===== config.mk =====
export PLATFORM = sky130hd
export DESIGN_NAME = arp_cache_responder
export DESIGN_NICKNAME = d
export VERILOG_FILES = /design/src/rtl/arpc_pkg.sv /design/src/rtl/arpc_table.sv /design/src/rtl/arp_cache_responder.sv
export SDC_FILE = /design/constraint.sdc
export NUM_CORES = 1
export LEC_CHECK = 0
export CAP_MARGIN = 15
export CORE_MARGIN = 5
export CORE_UTILIZATION = 33
export DETAILED_ROUTE_END_ITERATION = 7
export DONT_BUFFER_PORTS = 1
export PLACE_DENSITY_LB_ADDON = 0.2
export SETUP_SLACK_MARGIN = 0.3
export SLEW_MARGIN = 20
export SYNTH_ARGS = -nofsm -noshare
export SYNTH_HDL_FRONTEND = slang
export SYNTH_HIERARCHICAL = 1
export SYNTH_SLANG_ARGS = --single-unit

===== constraint.sdc =====
create_clock -name clock -period 8.9 [get_ports clock]
set_input_delay 1.78 -clock clock [delete_from_list [all_inputs] [get_ports clock]]
set_output_delay 1.78 -clock clock [all_outputs]
set_load 0.03 [all_outputs]

===== src/rtl/arpc_pkg.sv =====
// Shared constants and types of the ARP responder with address cache.
// No dependencies; used by the table, the top level and the checker.
package arpc_pkg;

   localparam int CACHE_ENTRIES_DEF = 32;

   localparam int IP_W     = 32;
   localparam int MAC_W    = 48;
   localparam int TYPE_W   = 16;
   localparam int CSR_IDX_W = 1;
   localparam int CSR_DATA_W = 48;
   localparam int REQ_DATA_W = 112;
   localparam int REQ_USER_W = 48;
   localparam int RSP_DATA_W = 80;
   localparam int RSP_USER_W = 6;

   localparam logic [TYPE_W-1:0] HW_ETHERNET = 16'h0001;
   localparam logic [TYPE_W-1:0] PROTO_IPV4  = 16'h0800;
   localparam logic [TYPE_W-1:0] OP_REQUEST  = 16'h0001;

   localparam logic [CSR_IDX_W-1:0] CSR_OWN_IP  = 1'b0;
   localparam logic [CSR_IDX_W-1:0] CSR_OWN_MAC = 1'b1;

   typedef enum logic [2:0] {
      OUT_BAD_HW    = 3'd0,
      OUT_BAD_PROTO = 3'd1,
      OUT_NOT_OURS  = 3'd2,
      OUT_NO_REPLY  = 3'd3,
      OUT_REPLY     = 3'd4
   } outcome_type;

   // Commands from the sequencer to the address table.
   typedef struct packed {
      logic rd_en;
      logic ins_en;
   } tbl_cmd_type;

   // Status from the address table back to the sequencer.
   typedef struct packed {
      logic chk_vld;
      logic match;
      logic full;
   } tbl_sts_type;

endpackage


===== src/rtl/arpc_table.sv =====
// Address table of the ARP responder: IP memory, fill count and the shared
// 32-bit compare unit. Depends on arpc_pkg.
module arpc_table #(
   parameter int CACHE_ENTRIES = arpc_pkg::CACHE_ENTRIES_DEF,
   localparam int AW = (CACHE_ENTRIES > 1) ? $clog2(CACHE_ENTRIES) : 1,
   localparam int CW = $clog2(CACHE_ENTRIES + 1)
) (
   input  logic                      clock,
   input  logic                      reset,
   input  arpc_pkg::tbl_cmd_type     cmd,
   input  logic [AW-1:0]             rd_addr,
   input  logic [arpc_pkg::IP_W-1:0] key_ip,
   output arpc_pkg::tbl_sts_type     sts,
   output logic [CW-1:0]             fill
);

   logic [arpc_pkg::IP_W-1:0] ip_mem [CACHE_ENTRIES];
   logic [arpc_pkg::IP_W-1:0] rdata_ff;
   logic                      chk_vld_ff, chk_vld_in;
   logic [CW-1:0]             fill_ff, fill_in;

   // Entries are filled from the bottom and never freed, so an entry is
   // valid exactly when its index lies below the fill count.
   always_ff @(posedge clock) begin
      if (cmd.ins_en) begin
         ip_mem[fill_ff[AW-1:0]] <= key_ip;
      end
      if (cmd.rd_en) begin
         rdata_ff <= ip_mem[rd_addr];
      end
   end

   always_comb begin
      chk_vld_in = cmd.rd_en;
      fill_in    = cmd.ins_en ? fill_ff + CW'(1) : fill_ff;
   end

   always_ff @(posedge clock) begin
      if (reset) begin
         chk_vld_ff <= 1'b0;
         fill_ff    <= '0;
      end else begin
         chk_vld_ff <= chk_vld_in;
         fill_ff    <= fill_in;
      end
   end

   assign sts.chk_vld = chk_vld_ff;
   assign sts.match   = (rdata_ff == key_ip);
   assign sts.full    = (fill_ff == CW'(CACHE_ENTRIES));
   assign fill        = fill_ff;

endmodule


===== src/rtl/arp_cache_responder.sv =====
// Top level of the ARP responder with address cache: handshakes, sequencer
// and result register. Depends on arpc_pkg and arpc_table.
//
// One parsed ARP packet enters per req word and yields one rsp word. A packet
// with a bad hardware or protocol type skips the table and goes from
// acceptance straight to the finish step, which writes the result register.
// Otherwise the sequencer walks the valid entries of the table one per cycle
// through a single memory read port and one 32-bit comparator, stopping at
// the first IP match or, if none of the valid entries matches, once the last
// read has been compared. The result reaches its register at the same clock
// edge at which the block becomes ready again. The block takes no new packet
// while one is being worked on; a finished result waits in its own register
// while the next packet is taken, and a packet whose result is ready stays in
// the finish step for as long as the previous result is still stalled.
// The cache keeps IP addresses and valid entries only: learned MAC addresses
// and own_mac are not returned in any result, so they are not stored.
module arp_cache_responder #(
   parameter int CACHE_ENTRIES = arpc_pkg::CACHE_ENTRIES_DEF
) (
   input  logic                            clock,
   input  logic                            reset,
   input  logic                            csr_wen,
   input  logic [arpc_pkg::CSR_IDX_W-1:0]  csr_index,
   input  logic [arpc_pkg::CSR_DATA_W-1:0] csr_wdata,
   input  logic                            req_tvalid,
   output logic                            req_tready,
   // sender_mac[47:0], sender_ip[79:48], target_ip[111:80]
   input  logic [arpc_pkg::REQ_DATA_W-1:0] req_tdata,
   // hw_type[15:0], proto_type[31:16], opcode[47:32]
   input  logic [arpc_pkg::REQ_USER_W-1:0] req_tuser,
   output logic                            rsp_tvalid,
   input  logic                            rsp_tready,
   // reply_dest_mac[47:0], reply_dest_ip[79:48]
   output logic [arpc_pkg::RSP_DATA_W-1:0] rsp_tdata,
   // outcome[2:0], cache_updated[3], cache_inserted[4], cache_full[5]
   output logic [arpc_pkg::RSP_USER_W-1:0] rsp_tuser
);

   localparam int AW = (CACHE_ENTRIES > 1) ? $clog2(CACHE_ENTRIES) : 1;
   localparam int CW = $clog2(CACHE_ENTRIES + 1);

   typedef enum logic [2:0] {
      ST_IDLE   = 3'b001,
      ST_SCAN   = 3'b010,
      ST_FINISH = 3'b100
   } state_type;

   state_type state_ff, state_in;

   logic [arpc_pkg::IP_W-1:0]   own_ip_ff, own_ip_in;
   logic [arpc_pkg::TYPE_W-1:0] hw_ff, proto_ff, op_ff;
   logic [arpc_pkg::MAC_W-1:0]  smac_ff;
   logic [arpc_pkg::IP_W-1:0]   sip_ff, tip_ff;
   logic                        found_ff, found_in;
   logic [CW-1:0]               idx_ff, idx_in;

   logic                        rsp_vld_ff, rsp_vld_in;
   arpc_pkg::outcome_type       outcome_ff, outcome_in;
   logic                        upd_ff, upd_in;
   logic                        ins_ff, ins_in;
   logic                        full_ff, full_in;
   logic [arpc_pkg::MAC_W-1:0]  rmac_ff, rmac_in;
   logic [arpc_pkg::IP_W-1:0]   rip_ff, rip_in;

   arpc_pkg::tbl_cmd_type       tbl_cmd;
   arpc_pkg::tbl_sts_type       tbl_sts;
   logic [CW-1:0]               fill;

   logic req_acc, drop_hw, drop_proto, for_us, out_go, hit;

   arpc_table #(.CACHE_ENTRIES(CACHE_ENTRIES)) u_table (
      .clock   (clock),
      .reset   (reset),
      .cmd     (tbl_cmd),
      .rd_addr (idx_ff[AW-1:0]),
      .key_ip  (sip_ff),
      .sts     (tbl_sts),
      .fill    (fill)
   );

   assign req_tready = (state_ff == ST_IDLE);
   assign req_acc    = req_tvalid && req_tready;

   always_comb begin
      drop_hw    = (hw_ff != arpc_pkg::HW_ETHERNET);
      drop_proto = (proto_ff != arpc_pkg::PROTO_IPV4);
      for_us     = (tip_ff == own_ip_ff);
      out_go     = (state_ff == ST_FINISH) && (!rsp_vld_ff || rsp_tready);
      hit        = tbl_sts.chk_vld && tbl_sts.match;
   end

   always_comb begin
      own_ip_in = own_ip_ff;
      if (csr_wen && (csr_index == arpc_pkg::CSR_OWN_IP)) begin
         own_ip_in = csr_wdata[arpc_pkg::IP_W-1:0];
      end
   end

   // Sequencer: the search issues one read per cycle while the compare of
   // the previous read is checked, so a match ends the walk at once.
   always_comb begin
      state_in       = state_ff;
      found_in       = found_ff;
      idx_in         = idx_ff;
      tbl_cmd.rd_en  = 1'b0;
      tbl_cmd.ins_en = 1'b0;
      unique case (state_ff)
         ST_IDLE: begin
            if (req_acc) begin
               found_in = 1'b0;
               idx_in   = '0;
               if ((req_tuser[15:0] != arpc_pkg::HW_ETHERNET) ||
                   (req_tuser[31:16] != arpc_pkg::PROTO_IPV4)) begin
                  state_in = ST_FINISH;
               end else begin
                  state_in = ST_SCAN;
               end
            end
         end
         ST_SCAN: begin
            priority if (hit) begin
               found_in = 1'b1;
               state_in = ST_FINISH;
            end else if (idx_ff < fill) begin
               tbl_cmd.rd_en = 1'b1;
               idx_in        = idx_ff + CW'(1);
            end else if (!tbl_sts.chk_vld) begin
               state_in = ST_FINISH;
            end
         end
         ST_FINISH: begin
            if (out_go) begin
               state_in = ST_IDLE;
               tbl_cmd.ins_en = !drop_hw && !drop_proto && for_us && !found_ff &&
                                !tbl_sts.full;
            end
         end
         default: begin
            state_in = ST_IDLE;
         end
      endcase
   end

   always_comb begin
      outcome_in = arpc_pkg::OUT_BAD_HW;
      upd_in     = 1'b0;
      ins_in     = 1'b0;
      full_in    = 1'b0;
      rmac_in    = '0;
      rip_in     = '0;
      priority if (drop_hw) begin
         outcome_in = arpc_pkg::OUT_BAD_HW;
      end else if (drop_proto) begin
         outcome_in = arpc_pkg::OUT_BAD_PROTO;
      end else if (!for_us) begin
         outcome_in = arpc_pkg::OUT_NOT_OURS;
         upd_in     = found_ff;
      end else begin
         upd_in  = found_ff;
         ins_in  = !found_ff && !tbl_sts.full;
         full_in = !found_ff && tbl_sts.full;
         if (op_ff == arpc_pkg::OP_REQUEST) begin
            outcome_in = arpc_pkg::OUT_REPLY;
            rmac_in    = smac_ff;
            rip_in     = sip_ff;
         end else begin
            outcome_in = arpc_pkg::OUT_NO_REPLY;
         end
      end
   end

   always_comb begin
      rsp_vld_in = rsp_vld_ff;
      if (out_go) begin
         rsp_vld_in = 1'b1;
      end else if (rsp_tready) begin
         rsp_vld_in = 1'b0;
      end
   end

   always_ff @(posedge clock) begin
      if (reset) begin
         state_ff   <= ST_IDLE;
         own_ip_ff  <= '0;
         found_ff   <= 1'b0;
         idx_ff     <= '0;
         rsp_vld_ff <= 1'b0;
      end else begin
         state_ff   <= state_in;
         own_ip_ff  <= own_ip_in;
         found_ff   <= found_in;
         idx_ff     <= idx_in;
         rsp_vld_ff <= rsp_vld_in;
      end
   end

   always_ff @(posedge clock) begin
      if (req_acc) begin
         hw_ff    <= req_tuser[15:0];
         proto_ff <= req_tuser[31:16];
         op_ff    <= req_tuser[47:32];
         smac_ff  <= req_tdata[47:0];
         sip_ff   <= req_tdata[79:48];
         tip_ff   <= req_tdata[111:80];
      end
      if (out_go) begin
         outcome_ff <= outcome_in;
         upd_ff     <= upd_in;
         ins_ff     <= ins_in;
         full_ff    <= full_in;
         rmac_ff    <= rmac_in;
         rip_ff     <= rip_in;
      end
   end

   assign rsp_tvalid = rsp_vld_ff;
   assign rsp_tdata  = {rip_ff, rmac_ff};
   assign rsp_tuser  = {full_ff, ins_ff, upd_ff, outcome_ff};

endmodule


==> results by group, run 1 <==
Status
  • Status: completed

Clock tree
  • Inserted Clock Buffers: 146
  • Skew-Pair Late Insertion Delay: 0.78 ns
  • Clk slew on worst S/H paths: about 0.060 ns
  • Clk buf depth: 3
  • CTS Hold Bufs: 0
  • CTS tree: built
  • Cts repair resizes: 0
  • CTS H-tree depth: 4
  • Post-CTS Setup Repair Bufs: 0
  • Clk sinks: 1352
  • Clock root cell: clkbuf_16

STA
  • Final Setup Violations: 0
  • Worst Tran Pin Value: 1.07 ns
  • Final Slew Violations: 0
  • Min Tclk post-route: 4.60 ns
  • Fmax: 217 MHz
  • Slew HR: 28.7%
  • Clock Skews: 0.0323 ns
  • Final period utilization: 51.7%
  • Final Hold Viols: 0
  • RSZ-0062 raised after global routing: no
  • TNS Setup: 0 ns

Detailed routing
  • DRC viols: 0
  • Detailed Routing Iterations Pass 1: 5
  • Final antenna-violating net count: 0
  • Initial DRC count: 1883
  • Total number of vias: 26355
  • Routed length per instance: around 25 microns
  • Post-Route WL: ~130 mm
  • Vias per inst: 5.00

Synthesis
  • Post-Synth XOR/XNOR Area: 1.13%
  • Simple-gate share of the synthesized area: 5.08%
  • Synthesized area: 0.0519 sq mm
  • Adder-Cell Fraction of Synth Area: 0.241%
  • Mux cell area share after synthesis: 9.98%
  • Count of cell types in the netlist: 45
  • Largest family of logic cells by synthesized area: multiplexers
  • Synthesized net count: around 3200
  • Top cell type by total area after synthesis: edfxtp_1
  • Post-synthesis compound-gate area fraction: 4.41%
  • Mean area per synthesized cell: 17.3 sq um
  • Post-synthesis cell count: 2991
  • Yosys reg bits: 1352
  • YS warnings: 6
  • Post-synthesis sequential area ratio: 77.3%
  • Main area contributors after synthesis: edfxtp_1, mux2i_1, dfxtp_1
  • Yosys top cell area share: ~75%

Place
  • Port bufs: 0
  • Routability cong.: 0.735
  • Placed cell areas: approximately 0.055 sq mm
  • DP Wirelength: 70.0 mm

Worst setup path
  • Slowest cell on the critical path: nor2_4
  • CP endpoint kind: flop
  • CP bufs+invs: 1
  • Max incr delay on CP: 0.86 ns
  • Worst Path Arrival: 5.00 ns
  • CP most frequent cell: nor4_1
  • CP delay by family, top: simple AND/OR/NAND/NOR gates
  • Critical Path, Cell by Cell: xor2_1 > nor4_1 > nand4_1 > nor4_1 > and3_1 > nand2_1 > nor2_4 > buf_4
  • WP data required: 9.29 ns
  • Crit Path Class: reg2reg
  • Critical path launch point type: flop
  • CP max FO: 20

Die
  • Die span in x: 406 microns
  • Die area: 0.165 sq mm
  • Row cnt: around 150
  • Io pins: 302
  • Core outline area: 0.156 sq mm
  • Die Ht: 406 microns
  • Starting density of the core: 33.2%

Finish
  • Layout cells sized above 1: 10.9%
  • Final non-filler cell area: 0.0593 sq mm
  • Area grow syn2layout: 14.3%
  • Filler cell count: 14336
  • Final core utilization: between 30% and 40%
  • Commonest cells after routing, fill and taps aside: edfxtp_1, mux2i_1, nand2_1
  • Most common cell after layout, fill and taps aside: edfxtp_1
  • Final nets: 3303

Hold path
  • Worst min path class: reg2reg

GRT
  • Largest net degree at the start of global routing: ~140
  • Gr usage total: 16.1%
  • First-pass GRT wire length: 191 mm
  • Vias in the first global route: between 20000 and 30000
  • Total grt overflow: 0
  • Initial antenna violation count: 21

Power and ir drop
  • Sw Share: 21.1%
  • Clock Power Share: a little over two fifths
  • Peak supply drop: ~0.00016 V
  • Leak pwr: 17.7 nW
  • Pwr Density: 225 mW/mm^2
  • Register share of total power: 54.2%
  • Switching power: 2.81 mW
  • Final Total Pwr: 13.3 mW
  • Internal power: 10.5 mW
  • Comb pwr share: 2.0%

Job
  • MaxCap Viol Count: 0
metrics by stage:
step	hold WS (ns)	setup slack, ns	std cells
3_5_place_dp	0.453	4.16	4989
4_1_cts	0.462	4.14	5257
6_report	0.459	4.30	5268
3_3_place_gp	0.447	4.16	4989
5_1_grt	0.475	3.99	5259
2_1_floorplan	0.448	0.593	2991
synthesized netlist by cell type (all sizes together):
library cell and instances:
nand3 100, or2 5, xor2 66, nor2b 5, o22ai 1, nor2 52, nor4b 5, a21o 3
and3 3, nand2b 7, nor4 33, o21ai 5, a22oi 96, inv 11, ha 10, buf 89
o41ai 1, nor3b 2, a22o 64, o21a 1, a21oi 138, nor3 34, edfxtp 1302, o21ba 1
and2 85, a211oi 2, a31oi 33, dfxtp 50, nand4 12, nand2 180, or3b 2, clkbuf 65
or3 6, xnor2 1, mux2i 517, nand3b 3, a221oi 1
worst register-to-register path, delay by kind of cell (launching register included):
| kind | cells | cell delay [ns] |
|---|---|---|
| flip-flops | 1 | 0.37 |
| AND/OR/NAND/NOR | 6 | 3.04 |
| buffers and inverters | 1 | 0.62 |
| XOR/XNOR | 1 | 0.15 |
sequential cells by signal (all words and copies together) (netlist names):
| register | cells |
|---|---|
| rsp_tvalid | 1 |
| ins_ff | 1 |
| u_table/ip_mem | 1024 |
| own_ip_ff | 32 |
| u_table/fill | 6 |
| proto_ff | 16 |
| idx_ff | 6 |
| sip_ff | 32 |
| hw_ff | 16 |
| outcome_ff | 3 |
| state_ff | 3 |
| rip_ff | 32 |
| op_ff | 16 |
| u_table/chk_vld_ff | 1 |
| u_table/rdata_ff | 32 |
| smac_ff | 48 |
| found_ff | 1 |
| full_ff | 1 |
| tip_ff | 32 |
| upd_ff | 1 |
| rmac_ff | 48 |
logic make-up after synthesis:
family          count (synthesis)
fa+ha+maj                      10
simple gates                  534
compound gates                346
buf+inv                       165
xor+xnor                       67
flops                        1352
mux                           517
power by group through the flow:
stage	combinational (mW)	sequential [mW]	clock, mW
6_report	0.263	7.22	5.84
5_1_grt	0.295	7.23	6.28
2_1_floorplan	0.0860	7.43	0
4_1_cts	0.275	7.23	6.00
3_5_place_dp	0.274	7.36	0
3_3_place_gp	0.271	7.36	0
path summary, 6_finish.rpt:
check / startpoint / endpoint / slack, ns / cells after the start
worst max-delay path: tip_ff[30]$_DFFE_PP_ / u_table/ip_mem[22][16]$_DFFE_PP_ / 4.30 / 8
worst min-delay path: own_ip_ff[17]$_SDFFE_PP0P_ / own_ip_ff[17]$_SDFFE_PP0P_ / 0.46 / 2
worst max register to register: tip_ff[30]$_DFFE_PP_ / u_table/ip_mem[22][16]$_DFFE_PP_ / 4.30 / 8
worst min register to register: own_ip_ff[17]$_SDFFE_PP0P_ / own_ip_ff[17]$_SDFFE_PP0P_ / 0.46 / 2
area by class of cell:
| type | count | area [sq um] | share of cell area (%) |
|---|---|---|---|
| flip-flops and latches | 1352 | 40100 | 67.6 |
| multi-input cells | 1474 | 11100 | 18.7 |
| diodes | 11 | 27.5 | 0.0464 |
| repair buffers | 94 | 806 | 1.36 |
| clock buffers | 184 | 3860 | 6.50 |
| inverters | 11 | 41.3 | 0.0696 |
| clock inverters | 84 | 761 | 1.28 |
| well taps | 2058 | 2570 | 4.34 |
per-layer routing:
layer / GRT usage (%) / wire length (microns)
met1: 22.8 / 61700
met2: 24.6 / 61100
met3: 4.36 / 8870
met4: 3.98 / 2330
met5: 0.119 / 34
Note: power is estimated with default switching activity, not from simulation.
==> inputs of run 2 (changes only) <==
==> constraint.sdc (replaced) <==
create_clock -name clock -period 4.8 [get_ports clock]
set_input_delay 0.96 -clock clock [delete_from_list [all_inputs] [get_ports clock]]
set_output_delay 0.96 -clock clock [all_outputs]
set_load 0.03 [all_outputs]
==> run 2 against run 1 <==
Combinational power grew 93%; final cell count grew 0.87%; utilization grew 0.33 points; largest cell class unchanged.
==> results by group, run 2 (synthesis results as in run 1) <==
STA
  • Min Tclk post-route: 3.97 ns (was 4.60 ns)
  • TNS Setup: 0 ns (unchanged)
  • Final Hold Viols: 0 (unchanged)
  • Final hold slack: 0.261 ns (was 0.459 ns)
  • Final Slew Violations: 0 (unchanged)
  • RSZ-0062 raised after global routing: no (unchanged)
  • Worst Tran Pin Value: 0.948 ns (was 1.07 ns)
  • Clock Skews: 0.0359 ns (was 0.0323 ns)
  • Slew HR: 36.8% (was 28.7%)
  • Final Setup Violations: 0 (unchanged)
  • Fmax: 252 MHz (was 217 MHz)
  • Final period utilization: 82.8% (was 51.7%)

Die
  • Core outline area: 0.156 sq mm (unchanged)
  • Die area: 0.165 sq mm (unchanged)
  • Die Ht: 406 microns (unchanged)
  • Io pins: 302 (unchanged)
  • Die span in x: 406 microns (unchanged)
  • Starting density of the core: 33.2% (unchanged)
  • Row cnt: 145 (unchanged)

Worst setup path
  • CP max FO: 23 (was 20)
  • Critical path launch point type: flop (unchanged)
  • CP endpoint kind: flop (unchanged)
  • Flop2flop setup slack: 0.83 ns (was 4.30 ns)
  • Worst Path Arrival: 4.35 ns (was 5.00 ns)
  • Max incr delay on CP: 0.60 ns (was 0.86 ns)
  • CP bufs+invs: 1 (unchanged)
  • CP delay by family, top: simple AND/OR/NAND/NOR gates (unchanged)
  • Crit Path Class: reg2reg (unchanged)
  • WP data required: 5.18 ns (was 9.29 ns)
  • CP most frequent cell: nor4_1 (unchanged)
  • Slowest cell on the critical path: nand2_1 (was nor2_4)
  • Critical Path, Cell by Cell: nor4_1 > nand4_1 > or2_4 > nor4_1 > and3_1 > nand2_1 > nor2_4 > buf_4 (was xor2_1 > nor4_1 > nand4_1 > nor4_1 > and3_1 > nand2_1 > nor2_4 > buf_4)

Power and ir drop
  • Pwr Density: 415 mW/mm^2 (was 225 mW/mm^2)
  • Comb pwr share: 2.0% (about the same)
  • Register share of total power: 54.1% (was 54.2%)
  • Final Total Pwr: 24.8 mW (was 13.3 mW)
  • Peak supply drop: 0.000311 V (was 0.000159 V)
  • Switching power: 5.24 mW (was 2.81 mW)
  • Internal power: 19.6 mW (was 10.5 mW)
  • Clock Power Share: 43.8% (about the same)
  • Leak pwr: 18.0 nW (was 17.7 nW)
  • Sw Share: 21.1% (about the same)

Detailed routing
  • Vias per inst: 4.98 (was 5.00)
  • Final antenna-violating net count: 0 (unchanged)
  • DRC viols: 0 (unchanged)
  • Total number of vias: 26476 (was 26355)
  • Post-Route WL: 136 mm (was 134 mm)
  • Routed length per instance: 25.5 microns (was 25.4 microns)
  • Initial DRC count: 1868 (was 1883)
  • Detailed Routing Iterations Pass 1: 5 (unchanged)

Clock tree
  • CTS H-tree depth: 4 (unchanged)
  • Inserted Clock Buffers: 148 (was 146)
  • Clock root cell: clkbuf_16 (unchanged)
  • Cts repair resizes: 0 (unchanged)
  • CTS Hold Bufs: 0 (unchanged)
  • Skew-Pair Late Insertion Delay: 0.77 ns (was 0.78 ns)
  • Clk buf depth: 3 (unchanged)
  • CTS tree: built (unchanged)
  • Clk sinks: 1352 (unchanged)
  • Clk slew on worst S/H paths: 0.06 ns (about the same)
  • Post-CTS Setup Repair Bufs: 0 (unchanged)

Hold path
  • Worst min path class: in2reg (was reg2reg)

Finish
  • Number of flip-flops under the largest register name: 1024 (unchanged)
  • Final nets: 3350 (was 3303)
  • Area grow syn2layout: 15.3% (was 14.3%)
  • Commonest cells after routing, fill and taps aside: edfxtp_1, mux2i_1, nand2_1 (unchanged)
  • Final core utilization: 38.3% (was 38.0%)
  • Final Non-Filler Cells: 5314 (was 5268)
  • Layout cells sized above 1: 11.9% (was 10.9%)
  • Most common cell after layout, fill and taps aside: edfxtp_1 (unchanged)

Place
  • Placed Cells: 5034 (was 4989)
  • Routability cong.: 0.750 (was 0.735)
  • Port bufs: 0 (unchanged)
  • DP Wirelength: 79.2 mm (was 70.0 mm)

GRT
  • Total grt overflow: 0 (unchanged)
  • Gr usage total: 16.3% (was 16.1%)
  • Vias in the first global route: 26589 (was 26563)
  • Largest net degree at the start of global routing: 88 (was 136)
  • First-pass GRT wire length: 193 mm (was 191 mm)
  • Initial antenna violation count: 12 (was 21)

Status
  • Status: completed (unchanged)

Job
  • MaxCap Viol Count: 0 (unchanged)
run 2: cell type report:
cell class / count / area [sq um]
fill: 14326 / 96400
inverter: 11 / 41.3
sequential: 1352 / 40100
clock buffer: 205 / 4020
timing repair buffer: 139 / 1310
multi-input combinational: 1474 / 11100
tap: 2058 / 2570
antenna: 8 / 20.0
clock inverter: 67 / 611
run 2: path summary, 6_finish.rpt:
kind	startpoint	endpoint	cells past startpoint
min reg2reg	own_ip_ff[18]$_SDFFE_PP0P_	own_ip_ff[18]$_SDFFE_PP0P_	2
min	reset	own_ip_ff[15]$_SDFFE_PP0P_	1
max	proto_ff[2]$_DFFE_PP_	u_table/ip_mem[16][16]$_DFFE_PP_	8
max reg2reg	proto_ff[2]$_DFFE_PP_	u_table/ip_mem[16][16]$_DFFE_PP_	8
run 2: stage by stage:
stage / area [sq um] / setup WS, ns
after floorplan: 51900 / -0.155
after global placement: 55100 / 0.809
after detailed placement: 55100 / 0.882
after CTS: 59800 / 0.844
after global routing: 59800 / 0.708
final: 59800 / 0.827
run 2: power groups by stage:
stage / clock network (mW) / logic (mW) / registers [mW]
finish: 10.9 / 0.507 / 13.4
global route: 11.7 / 0.565 / 13.4
CTS: 11.2 / 0.529 / 13.4
detailed placement: 0 / 0.528 / 13.7
global placement: 0 / 0.519 / 13.7
floorplan: 0 / 0.160 / 13.7
run 2: layer usage:
| layer | track usage (%) | vias up | wire length [microns] |
|---|---|---|---|
| li1 | - | 11951 | - |
| met1 | 22.2 | 13616 | 60400 |
| met2 | 26.0 | 717 | 63600 |
| met3 | 4.41 | 188 | 9100 |
| met4 | 3.83 | 4 | 2490 |
| met5 | 0 | - | 24 |
